--- config.mk ---
export PLATFORM = sky130hd
export DESIGN_NAME = dcf77_frame_decoder
export DESIGN_NICKNAME = d
export VERILOG_FILES = /design/src/dcf_pkg.sv /design/src/dcf_fields.sv /design/src/dcf_mac.sv /design/src/dcf77_frame_decoder.sv
export SDC_FILE = /design/constraint.sdc
export NUM_CORES = 1
export LEC_CHECK = 0
export ABC_AREA = 1
export BUFFER_PORTS_ARGS = -buffer_cell sky130_fd_sc_hd__buf_2
export CORE_UTILIZATION = 50
export DETAILED_ROUTE_END_ITERATION = 10
export GPL_ROUTABILITY_DRIVEN = 0
export HOLD_SLACK_MARGIN = 0.1
export PLACE_DENSITY = 0.73
export SYNTH_ARGS = -nofsm -noshare
export SYNTH_HDL_FRONTEND = slang
export SYNTH_SLANG_ARGS = --single-unit
--- constraint.sdc ---
create_clock -name i_clk -period 7.4 [get_ports i_clk]
set_input_delay 1.11 -clock i_clk [delete_from_list [all_inputs] [get_ports i_clk]]
set_output_delay 1.11 -clock i_clk [all_outputs]
set_load 0.03 [all_outputs]
--- src/dcf_pkg.sv ---
// Shared types, constants and helper functions for the DCF77 frame decoder.
// Used by dcf_fields, dcf_mac and dcf77_frame_decoder; no dependencies.
`default_nettype none

package dcf_pkg;

    localparam int FRAME_W = 59;
    localparam int ACC_W   = 32;
    localparam int DAY_W   = 16;
    localparam int K_W     = 9;

    // Multiplier constants used by the shared unit
    localparam logic [K_W-1:0] K_ONE   = 9'd1;
    localparam logic [K_W-1:0] K_YEAR  = 9'd365;
    localparam logic [K_W-1:0] K_HOURS = 9'd24;
    localparam logic [K_W-1:0] K_MINS  = 9'd60;

    // Frame bit positions
    localparam int POS_START  = 0;
    localparam int POS_CEST   = 17;
    localparam int POS_CET    = 18;
    localparam int POS_TSTART = 20;
    localparam int POS_MIN    = 21;
    localparam int POS_HOUR   = 29;
    localparam int POS_DAY    = 36;
    localparam int POS_MON    = 45;
    localparam int POS_YEAR   = 50;

    // Control for one pass of the shared multiply-add unit
    typedef struct packed {
        logic [K_W-1:0] k;
        logic           wrap16;
    } t_mac_ctl;

    // Decoded frame fields
    typedef struct packed {
        logic       ok;
        logic       dst;
        logic [7:0] year;
        logic [4:0] month;
        logic [5:0] day;
        logic [5:0] hour;
        logic [6:0] minute;
    } t_fields;

    // BCD sum with weights 1,2,4,8,10,20,40,80 (digits above 9 pass through)
    function automatic logic [7:0] bcd_value(input logic [7:0] v);
        logic [7:0] hi;
        hi = {4'd0, v[7:4]};
        return {4'd0, v[3:0]} + 8'((hi << 3) + (hi << 1));
    endfunction

    // Length of month m; months 8 and up are folded down by one
    function automatic logic [4:0] month_days(input logic [4:0] m,
                                              input logic [7:0] yr);
        logic [4:0] mm;
        mm = (m >= 5'd8) ? (m - 5'd1) : m;
        if (m == 5'd2)
            return (yr[1:0] == 2'd0) ? 5'd29 : 5'd28;
        return 5'd30 + {4'd0, mm[0]};
    endfunction

endpackage

`default_nettype wire

--- src/dcf_fields.sv ---
// Frame field decoder: checks markers and parity, extracts BCD fields.
// Depends on dcf_pkg.
`default_nettype none

module dcf_fields (
    input  wire logic [dcf_pkg::FRAME_W-1:0] i_frame,
    output dcf_pkg::t_fields                 o_fields
);

    logic par_min, par_hour, par_date;

    assign par_min  = ^i_frame[28:21];
    assign par_hour = ^i_frame[35:29];
    assign par_date = ^i_frame[58:36];

    always_comb begin
        o_fields.ok = !i_frame[dcf_pkg::POS_START] && i_frame[dcf_pkg::POS_TSTART]
                   && (i_frame[dcf_pkg::POS_CEST] != i_frame[dcf_pkg::POS_CET])
                   && !par_min && !par_hour && !par_date;
        o_fields.dst    = i_frame[dcf_pkg::POS_CEST];
        o_fields.year   = dcf_pkg::bcd_value(i_frame[57:50]);
        o_fields.month  = 5'(dcf_pkg::bcd_value({3'd0, i_frame[49:45]}));
        o_fields.day    = 6'(dcf_pkg::bcd_value({2'd0, i_frame[41:36]}));
        o_fields.hour   = 6'(dcf_pkg::bcd_value({2'd0, i_frame[34:29]}));
        o_fields.minute = 7'(dcf_pkg::bcd_value({1'b0, i_frame[27:21]}));
    end

endmodule

`default_nettype wire

--- src/dcf_mac.sv ---
// Shared multiply-add unit: y = a * k + b, optionally wrapped to 16 bits.
// Depends on dcf_pkg.
`default_nettype none

module dcf_mac (
    input  wire logic [dcf_pkg::ACC_W-1:0] i_a,
    input  wire logic [dcf_pkg::ACC_W-1:0] i_b,
    input  wire dcf_pkg::t_mac_ctl         i_ctl,
    output logic [dcf_pkg::ACC_W-1:0]      o_y
);

    logic [dcf_pkg::ACC_W-1:0] prod;
    logic [dcf_pkg::ACC_W-1:0] sum;

    assign prod = i_a * {{(dcf_pkg::ACC_W-dcf_pkg::K_W){1'b0}}, i_ctl.k};
    assign sum  = prod + i_b;
    assign o_y  = i_ctl.wrap16
                ? {{(dcf_pkg::ACC_W-dcf_pkg::DAY_W){1'b0}}, sum[dcf_pkg::DAY_W-1:0]}
                : sum;

endmodule

`default_nettype wire

--- src/dcf77_frame_decoder.sv ---
// DCF77 minute frame decoder top level: sequencer around one multiply-add unit.
// Depends on dcf_pkg, dcf_fields and dcf_mac.
`default_nettype none

// Channel  | Direction | Handshake                  | Payload
// ---------+-----------+----------------------------+---------------------------------
// frame    | in        | i_frame_valid/o_frame_stall | i_frame_bits[58:0]
// result   | out       | o_res_valid/i_res_stall     | o_frame_ok, o_minutes_since_epoch[31:0]
//
// A result is valid after states YEAR, MONTH, DAY, HOUR, MIN and DONE; MONTH loops
// once per previous month through the shared multiply-add unit, and DONE waits while
// the output is full and stalled. The next frame can be taken as the result turns valid.
// Reset (synchronous, active low) returns the sequencer to idle, empties the result.
// o_frame_stall is high while a frame is being worked on. A finished result sits in
// the output register; the next frame may be taken while it waits on i_res_stall.

module dcf77_frame_decoder (
    input  wire logic        i_clk,
    input  wire logic        i_rst_n,
    input  wire logic        i_frame_valid,
    output logic             o_frame_stall,
    input  wire logic [58:0] i_frame_bits,
    output logic             o_res_valid,
    input  wire logic        i_res_stall,
    output logic             o_frame_ok,
    output logic [31:0]      o_minutes_since_epoch
);

    localparam logic [2:0] S_IDLE  = 3'd0;
    localparam logic [2:0] S_YEAR  = 3'd1;
    localparam logic [2:0] S_MONTH = 3'd2;
    localparam logic [2:0] S_DAY   = 3'd3;
    localparam logic [2:0] S_HOUR  = 3'd4;
    localparam logic [2:0] S_MIN   = 3'd5;
    localparam logic [2:0] S_DONE  = 3'd6;

    logic [2:0]                        r_state, n_state;
    logic [dcf_pkg::FRAME_W-1:0]       r_frame;
    logic [dcf_pkg::ACC_W-1:0]         r_acc, n_acc;
    logic [4:0]                        r_mon_idx, n_mon_idx;
    logic                              r_out_valid, n_out_valid;
    logic                              r_out_ok;
    logic [dcf_pkg::ACC_W-1:0]         r_out_mins;

    dcf_pkg::t_fields                  fields;
    dcf_pkg::t_mac_ctl                 mac_ctl;
    logic [dcf_pkg::ACC_W-1:0]         mac_a, mac_b, mac_y;
    logic                              frame_xfer, res_xfer, load_out;

    dcf_fields u_fields (
        .i_frame  (r_frame),
        .o_fields (fields)
    );

    dcf_mac u_mac (
        .i_a   (mac_a),
        .i_b   (mac_b),
        .i_ctl (mac_ctl),
        .o_y   (mac_y)
    );

    assign o_frame_stall = (r_state != S_IDLE);
    assign frame_xfer    = i_frame_valid && !o_frame_stall;
    assign res_xfer      = r_out_valid && !i_res_stall;
    // Result moves to the output register once it is empty or being drained
    assign load_out      = (r_state == S_DONE) && (!r_out_valid || !i_res_stall);

    // Operand selection for the shared unit
    always_comb begin
        mac_a          = r_acc;
        mac_b          = '0;
        mac_ctl.k      = dcf_pkg::K_ONE;
        mac_ctl.wrap16 = 1'b1;
        case (r_state)
            S_YEAR: begin
                // year * 365 + leap days before this year
                mac_a     = {24'd0, fields.year};
                mac_b     = {22'd0, 10'({2'd0, fields.year} + 10'd3) >> 2};
                mac_ctl.k = dcf_pkg::K_YEAR;
            end
            S_MONTH: begin
                mac_b = {27'd0, dcf_pkg::month_days(r_mon_idx, fields.year)};
            end
            S_DAY: begin
                mac_b = {26'd0, fields.day} - 32'd1;
            end
            S_HOUR: begin
                mac_b          = {26'd0, fields.hour} - {31'd0, fields.dst};
                mac_ctl.k      = dcf_pkg::K_HOURS;
                mac_ctl.wrap16 = 1'b0;
            end
            S_MIN: begin
                mac_b          = {25'd0, fields.minute};
                mac_ctl.k      = dcf_pkg::K_MINS;
                mac_ctl.wrap16 = 1'b0;
            end
            default: begin
                mac_b = '0;
            end
        endcase
    end

    // Sequencer
    always_comb begin
        n_state     = r_state;
        n_acc       = r_acc;
        n_mon_idx   = r_mon_idx;
        n_out_valid = r_out_valid;
        if (res_xfer) begin
            n_out_valid = 1'b0;
        end
        case (r_state)
            S_IDLE: begin
                if (frame_xfer) begin
                    n_state = S_YEAR;
                end
            end
            S_YEAR: begin
                n_acc     = mac_y;
                n_mon_idx = 5'd1;
                n_state   = S_MONTH;
            end
            S_MONTH: begin
                // add lengths of months 1 .. month-1; month zero adds nothing
                if (r_mon_idx < fields.month) begin
                    n_acc     = mac_y;
                    n_mon_idx = r_mon_idx + 5'd1;
                end else begin
                    n_state = S_DAY;
                end
            end
            S_DAY: begin
                n_acc   = mac_y;
                n_state = S_HOUR;
            end
            S_HOUR: begin
                n_acc   = mac_y;
                n_state = S_MIN;
            end
            S_MIN: begin
                n_acc   = mac_y;
                n_state = S_DONE;
            end
            S_DONE: begin
                if (load_out) begin
                    n_out_valid = 1'b1;
                    n_state     = S_IDLE;
                end
            end
            default: begin
                n_state = S_IDLE;
            end
        endcase
    end

    always_ff @(posedge i_clk) begin
        if (!i_rst_n) begin
            r_state     <= S_IDLE;
            r_out_valid <= 1'b0;
        end else begin
            r_state     <= n_state;
            r_out_valid <= n_out_valid;
        end
    end

    always_ff @(posedge i_clk) begin
        r_acc     <= n_acc;
        r_mon_idx <= n_mon_idx;
        if (frame_xfer) begin
            r_frame <= i_frame_bits;
        end
        if (load_out) begin
            r_out_ok   <= fields.ok;
            r_out_mins <= r_acc;
        end
    end

    assign o_res_valid           = r_out_valid;
    assign o_frame_ok            = r_out_ok;
    assign o_minutes_since_epoch = r_out_mins;

endmodule

`default_nettype wire

==> run summary, run 1 <==
outcome -> completed
largest family of logic cells by synthesized area -> adder cells
share of post-route cells with drive strength above 1 -> 8.953%
worst path required time -> 7.68 ns
Core ar. -> 25,250 um^2
busiest layer in global routing -> met2
CTS Hold Bufs -> 0
Synth Area in XOR/XNOR -> 3.531%
initial antenna violation count -> 0
# IOs -> 98
DR pass1 iterations -> 5
full die area -> 26,450 um^2
final setup fails -> 0
proportion of synthesized area in mux cells -> 0%
Slew HR -> 22.08%
clk slew on worst S/H paths -> 0.07 ns
met2 usage -> 39.55%
slowest stage cell on the critical path -> fa_1
commonest non-fill, non-tap cell in the layout -> inv_1
Yosys reg bits -> 116
drt first-iter violations -> 734
Primary FF master, synth -> edfxtp_1
Critical Path End Type -> flop
Placed Area -> 13,840 um^2
Vias -> 9,683
Leak -> 7.390 nW
row count -> 58
routed len/inst -> 14.76 um
worst hold path type -> flop to flop
CP startpoint kind -> flop
critical path type -> flop to flop
first-pass GRT wire length -> 47.63 mm
CTS tree -> yes
register area share after synthesis -> 26.69%
Slew Limit Fails -> 0
met3 usage -> 3.514%
most frequent cells in the layout -> inv_1 (379), nor2_1 (188), nand2_1 (179)
Hold Startpoint -> r_acc[4]
HPWL Detailed -> 23.00 mm
most used cell, CP -> fa_1
clock sink total -> 116
TritonCTS buffer count -> 17
synthesized instance count -> 1,450
H-tree depth -> 4
adder-cell share of the synthesized area -> 37.81%
final hold vios -> 0
async set-reset flop share out of synthesis -> 0%
CTS Buffer Depth -> 2
Syn Area/Cell -> 8.896 um^2
Arr. time, crit path -> 7.12 ns
RSZ-0062 raised after global routing -> no
Fin Setup TNS -> 0 ns
die width -> 162.6 um
P&R area growth vs syn -> 11.95%
maximum fanout along the worst path -> 4
Ys Warns -> 0
worst skew pair latency -> 0.44 ns
max capacitance violation total -> 0
Remaining Overflow, GRT -> 0
Tmin final -> 6.840 ns
final net count -> 1,931
mapped cell area -> 12,900 um^2
cts repair resizes -> 0
reg2reg start -> r_frame[54]
Compound-Gate Fraction of Synth Area -> 5.694%
Final period util -> 92.44%
drt total wl -> 28.28 mm
number of nets still failing antenna checks after routing -> 0
Max VDD drop -> 249.2 uV
largest net degree at the start of global routing -> 43
DR vias/cell -> 5.054
Unique masters post-synth -> 42
IO buf count -> 80
Critical path origin -> r_frame[54]
Chip Height -> 162.6 um
vias in the first global route -> 10,070
number of synthesized flops with an enable pin -> 112
f_max -> 146.2 MHz
Root Buffer -> clkbuf_16
ant diodes -> 0
Starting Density -> 51.08%
Setup Buffers After CTS -> 0
DR DRC count -> 0
design area -> 14,440 um^2
worst hold slack -> 0.4539 ns
final clock skew -> 0.01392 ns
all-layer global routing usage -> 23.15%
max incr delay on CP -> 0.56 ns
met1 Use GR -> 29.51%
Slew @ Worst Pin -> 1.166 ns
Simple-Gate Fraction of Synth Area -> 14.44%
Pwr Density -> 378.5 nW/um^2
-- path summary, 6_finish.rpt --
kind	endpoint	slack [ns]	depth (start not counted)
hold reg to reg	o_minutes_since_epoch[4]	0.45	0
setup / recovery	r_acc[19]	0.56	27
setup reg to reg	r_acc[19]	0.56	27
hold / removal	o_minutes_since_epoch[4]	0.45	0
-- synthesized netlist by cell type, drive strengths merged, types with 10 or more instances --
cell type	count	share of area [%]
inv	387	11
nor2	194	5.8
nand2	181	5.3
fa	158	25
ha	137	13
edfxtp	112	26
a21oi	61	2.4
nand3	58	2.3
o21ai	37	1.4
xnor2	26	1.8
xor2	26	1.8
clkbuf	10	0.29
nand4	10	0.48
-- critical path: cells and delay by family (launching register included) --
| family | cells | cell delay, ns |
|---|---|---|
| adder cells (fa/ha/maj) | 8 | 3.72 |
| buffers and inverters | 5 | 0.44 |
| flip-flops | 1 | 0.48 |
| AO/OA/AOI/OAI | 8 | 1.38 |
| AND/OR/NAND/NOR | 6 | 0.65 |
-- sequential cells by signal, indices dropped and copies added, names as in the netlist --
| name | count |
|---|---|
| r_mon_idx | 5 |
| o_res_valid | 1 |
| r_frame | 42 |
| o_minutes_since_epoch | 32 |
| o_frame_ok | 1 |
| r_acc | 32 |
| r_state | 3 |
-- layout make-up --
type,count,area [um^2]
repair buffers,88,460.4
clock buffers,17,425.4
inverters,387,1455
well taps,330,412.9
clock inverters,15,175.2
multi-input cells,963,8069
fillers,2179,10810
flip-flops and latches,116,3443
-- where the power goes --
part	internal [mW]	switching, mW
sequential	0.956	0.0881
combinational	1.27	2.31
clock	0.457	0.387
-- through the flow --
step | setup WS [ns] | instances | total power [mW] | utilization [%]
after global routing | 0.06493 | 1916 | 6.035 | 57.18
after floorplan | 1.320 | 1481 | 3.688 | -
after detailed placement | 0.6240 | 1884 | 4.530 | 54.79
after global placement | 0.7231 | 1884 | 4.452 | 54.79
final | 0.5596 | 1916 | 5.466 | 57.18
after CTS | 0.5601 | 1916 | 5.460 | 57.17
-- logic make-up (layout without fill, tap and decap cells) --
family	after synthesis	in the layout
AO/OA/AOI/OAI	129	129
XOR/XNOR	52	52
adder cells (fa/ha/maj)	295	295
buffers and inverters	402	507
flip-flops	116	116
other	1	32
AND/OR/NAND/NOR	455	455
-- layer usage --
metal  up-vias  share of wire, %  wire [um]
li1       4696                 -          -
met1      4639                43      12160
met2       288                49      13840
met3        60               5.1       1433
met4         0               3.0        842
met5         -                 0          0
(Power assumes the default switching activity.)
==> run 2: changes to the inputs <==
--- a/config.mk
+++ b/config.mk
@@ -5,13 +5,12 @@
 export SDC_FILE = /design/constraint.sdc
 export NUM_CORES = 1
 export LEC_CHECK = 0
-export ABC_AREA = 1
 export BUFFER_PORTS_ARGS = -buffer_cell sky130_fd_sc_hd__buf_2
 export CORE_UTILIZATION = 50
 export DETAILED_ROUTE_END_ITERATION = 10
 export GPL_ROUTABILITY_DRIVEN = 0
 export HOLD_SLACK_MARGIN = 0.1
-export PLACE_DENSITY = 0.73
+export PLACE_DENSITY = 0.76
 export SYNTH_ARGS = -nofsm -noshare
 export SYNTH_HDL_FRONTEND = slang
 export SYNTH_SLANG_ARGS = --single-unit
==> constraint.sdc (replaced) <==
create_clock -name i_clk -period 5.7 [get_ports i_clk]
set_input_delay 0.855 -clock i_clk [delete_from_list [all_inputs] [get_ports i_clk]]
set_output_delay 0.855 -clock i_clk [all_outputs]
set_load 0.03 [all_outputs]
==> run summary, run 2 <==
DR vias/cell -> 5.243 (was 5.054)
CP startpoint kind -> flop (unchanged)
CTS tree -> yes (unchanged)
outcome -> finished, violations left (was completed)
Chip Height -> 160.3 um (was 162.6 um)
P&R area growth vs syn -> 27.17% (was 11.95%)
Root Buffer -> clkbuf_16 (unchanged)
Fin Setup TNS -> -25.92 ns (was 0 ns)
vias in the first global route -> 10,040 (was 10,070)
commonest non-fill, non-tap cell in the layout -> inv_1 (unchanged)
most frequent cells in the layout -> inv_1 (258), buf_4 (157), fa_1 (153) (was inv_1 (379), nor2_1 (188), nand2_1 (179))
final setup fails -> 26 (was 0)
# IOs -> 98 (unchanged)
hold endpoint -> o_minutes_since_epoch[30] (was o_minutes_since_epoch[4])
Hold Startpoint -> r_acc[30] (was r_acc[4])
Yosys reg bits -> 116 (unchanged)
full die area -> 25,690 um^2 (was 26,450 um^2)
Compound-Gate Fraction of Synth Area -> 8.349% (was 5.694%)
final clock skew -> 0.01458 ns (was 0.01392 ns)
TritonCTS buffer count -> 17 (unchanged)
FILL cells -> 1,723 (was 2,179)
leading area contributor after synthesis -> edfxtp_1 (unchanged)
Slew HR -> 24.40% (was 22.08%)
mapped cell area -> 12,530 um^2 (was 12,900 um^2)
Unique masters post-synth -> 55 (was 42)
clk slew on worst S/H paths -> 0.06 ns (was 0.07 ns)
f_max -> 140.9 MHz (was 146.2 MHz)
Core ar. -> 24,460 um^2 (was 25,250 um^2)
clock sink total -> 116 (unchanged)
synthesized instance count -> 1,188 (was 1,450)
Remaining Overflow, GRT -> 0 (unchanged)
critical path type -> flop to flop (unchanged)
ant diodes -> 0 (unchanged)
register cell area after layout -> 3443 um^2 (unchanged)
number of synthesized flops with an enable pin -> 112 (unchanged)
top post-synthesis cells by count -> inv_1 (272), fa_1 (158), ha_1 (137), edfxtp_1 (112), and2_1 (84) (was inv_1 (379), nor2_1 (190), nand2_1 (179), fa_1 (158), ha_1 (137))
register area share after synthesis -> 27.48% (was 26.69%)
async set-reset flop share out of synthesis -> 0% (unchanged)
Starting Density -> 51.21% (was 51.08%)
failing checks -> negative setup slack
R2R cell count -> 26 (was 27)
share of post-route cells with drive strength above 1 -> 26.21% (was 8.953%)
Slew Limit Fails -> 0 (unchanged)
HPWL Detailed -> 23.50 mm (was 23.00 mm)
drt first-iter violations -> 607 (was 734)
RSZ-0062 raised after global routing -> yes (was no)
Primary FF master, synth -> edfxtp_1 (unchanged)
worst hold slack -> 0.4821 ns (was 0.4539 ns)
final worst slack -> -1.398 ns (was 0.5596 ns)
most common cell in the netlist -> inv_1 (unchanged)
routed len/inst -> 17.43 um (was 14.76 um)
Arr. time, crit path -> 7.28 ns (was 7.12 ns)
row count -> 57 (was 58)
multi-input logic area -> 8622 um^2 (was 8069 um^2)
final net count -> 1,834 (was 1,931)
DR pass1 iterations -> 5 (unchanged)
Critical Path End Type -> flop (unchanged)
die width -> 160.3 um (was 162.6 um)
H-tree depth -> 4 (unchanged)
worst path required time -> 5.88 ns (was 7.68 ns)
largest net degree at the start of global routing -> 43 (unchanged)
top area cells in the synthesized netlist -> edfxtp_1 (27%), fa_1 (25%), ha_1 (14%), inv_1 (8.1%), xnor2_1 (4.4%) (was edfxtp_1 (26%), fa_1 (25%), ha_1 (13%), inv_1 (11%), nor2_1 (5.5%))
Synth Area in XOR/XNOR -> 6.222% (was 3.531%)
max reg flops -> 42 (unchanged)
Simple-Gate Fraction of Synth Area -> 9.837% (was 14.44%)
Slew @ Worst Pin -> 1.131 ns (was 1.166 ns)
Syn Area/Cell -> 10.55 um^2 (was 8.896 um^2)
Worst R2R End -> r_acc[29] (was r_acc[19])
Final period util -> 124.5% (was 92.44%)
adder-cell share of the synthesized area -> 38.93% (was 37.81%)
Ys Warns -> 0 (unchanged)
max capacitance violation total -> 0 (unchanged)
drt total wl -> 31.59 mm (was 28.28 mm)
maximum fanout along the worst path -> 3 (was 4)
first-pass GRT wire length -> 49.22 mm (was 47.63 mm)
worst hold path type -> flop to flop (unchanged)
worst skew pair latency -> 0.43 ns (was 0.44 ns)
DR DRC count -> 0 (unchanged)
CTS Buffer Depth -> 2 (unchanged)
Hold Path Depth -> 0 (unchanged)
post-synth top area share -> 26.85% (was 26.07%)
initial antenna violation count -> 0 (unchanged)
Tmin final -> 7.098 ns (was 6.840 ns)
Vias -> 9,501 (was 9,683)
Most flops, register -> r_frame (unchanged)
final hold vios -> 0 (unchanged)
all-layer global routing usage -> 24.67% (was 23.15%)
IO buf count -> 80 (unchanged)
reg2reg start -> r_frame[53] (was r_frame[54])
proportion of synthesized area in mux cells -> 0.3995% (was 0%)
number of nets still failing antenna checks after routing -> 0 (unchanged)
Reg2Reg Setup Slack -> -1.40 ns (was 0.56 ns)
largest family of logic cells by synthesized area -> adder cells (unchanged)
run 2: changes by cell type after synthesis, moves of 17 or more:
cell	delta
a21o_1	+19
a21oi_1	-17
and2_1	+84
inv_1	-107
nand2_1	-138
nand3_1	-51
nor2_1	-136
xnor2_1	+37
run 2: timing repair:
action / in CTS / in global routing
hold buffers: 0 / 0
buffers inserted: 17 / 16
endpoints found under the setup margin: 26 / 26
pin swaps: 33 / 45
resized for setup: 41 / 55
run 2: cells by family after synthesis:
logic type      Yosys count
compound gates          155
xor+xnor                 89
fa+ha+maj               295
buf+inv                 292
flops                   116
mux                       5
other cells               1
simple gates            235
run 2: metrics by stage:
step,area [um^2],util [%],cells,setup slack (ns)
after floorplan,12800,-,1219,-1.103
after global placement,14730,60.21,1752,-1.151
after detailed placement,14730,60.21,1752,-1.397
after CTS,15630,63.87,1799,-1.197
after global routing,15930,65.13,1812,-1.622
final,15930,65.13,1812,-1.398
run 2: how the worst max path moves through the flow:
stage                            from        end
after floorplan           r_frame[53]  r_acc[29]
after global placement    r_frame[53]  r_acc[31]
after detailed placement  r_frame[53]  r_acc[31]
after CTS                 r_frame[53]  r_acc[27]
after global routing      r_frame[53]  r_acc[27]
final                     r_frame[53]  r_acc[29]
run 2: final cells by class:
cell class	instances	area share, %
Clock buffer	17	2.670
Clock inverter	14	0.9581
Inverter	272	6.408
Multi-Input combinational cell	811	54.11
Sequential cell	116	21.61
Tap cell	324	2.544
Timing Repair Buffer	258	11.69
run 2: layer usage:
metal	vias up	GRT usage (%)	share of wire, %	wire length [um]
li1	4362	-	-	-
met1	4718	30.44	39	12400
met2	337	42.09	51	16190
met3	84	4.778	5.8	1821
met4	0	10.95	3.8	1186
met5	-	0	0	0
run 2: worst max-delay path: stages (launching register included):
cell and delay (ns):
edfxtp_1 0.42, fa_1 0.55, fa_2 0.38, a21o_1 0.21, a21oi_2 0.18, xnor2_2 0.13, and2_4 0.17, a21o_1 0.15
nand2_2 0.08, fa_1 0.52, inv_2 0.04, fa_1 0.55, fa_1 0.44, fa_1 0.50, inv_1 0.05, fa_1 0.52
inv_2 0.05, ha_4 0.21, buf_4 0.14, o21a_1 0.14, o22ai_2 0.22, a21oi_2 0.07, a221o_1 0.37, o41ai_4 0.36
o21ai_1 0.15, xnor2_1 0.18, nor2_1 0.07
Power of run 2 is left out: the tool's default activity adds up to more than one toggle a clock period on the data nets, which glitch-free logic cannot reach.
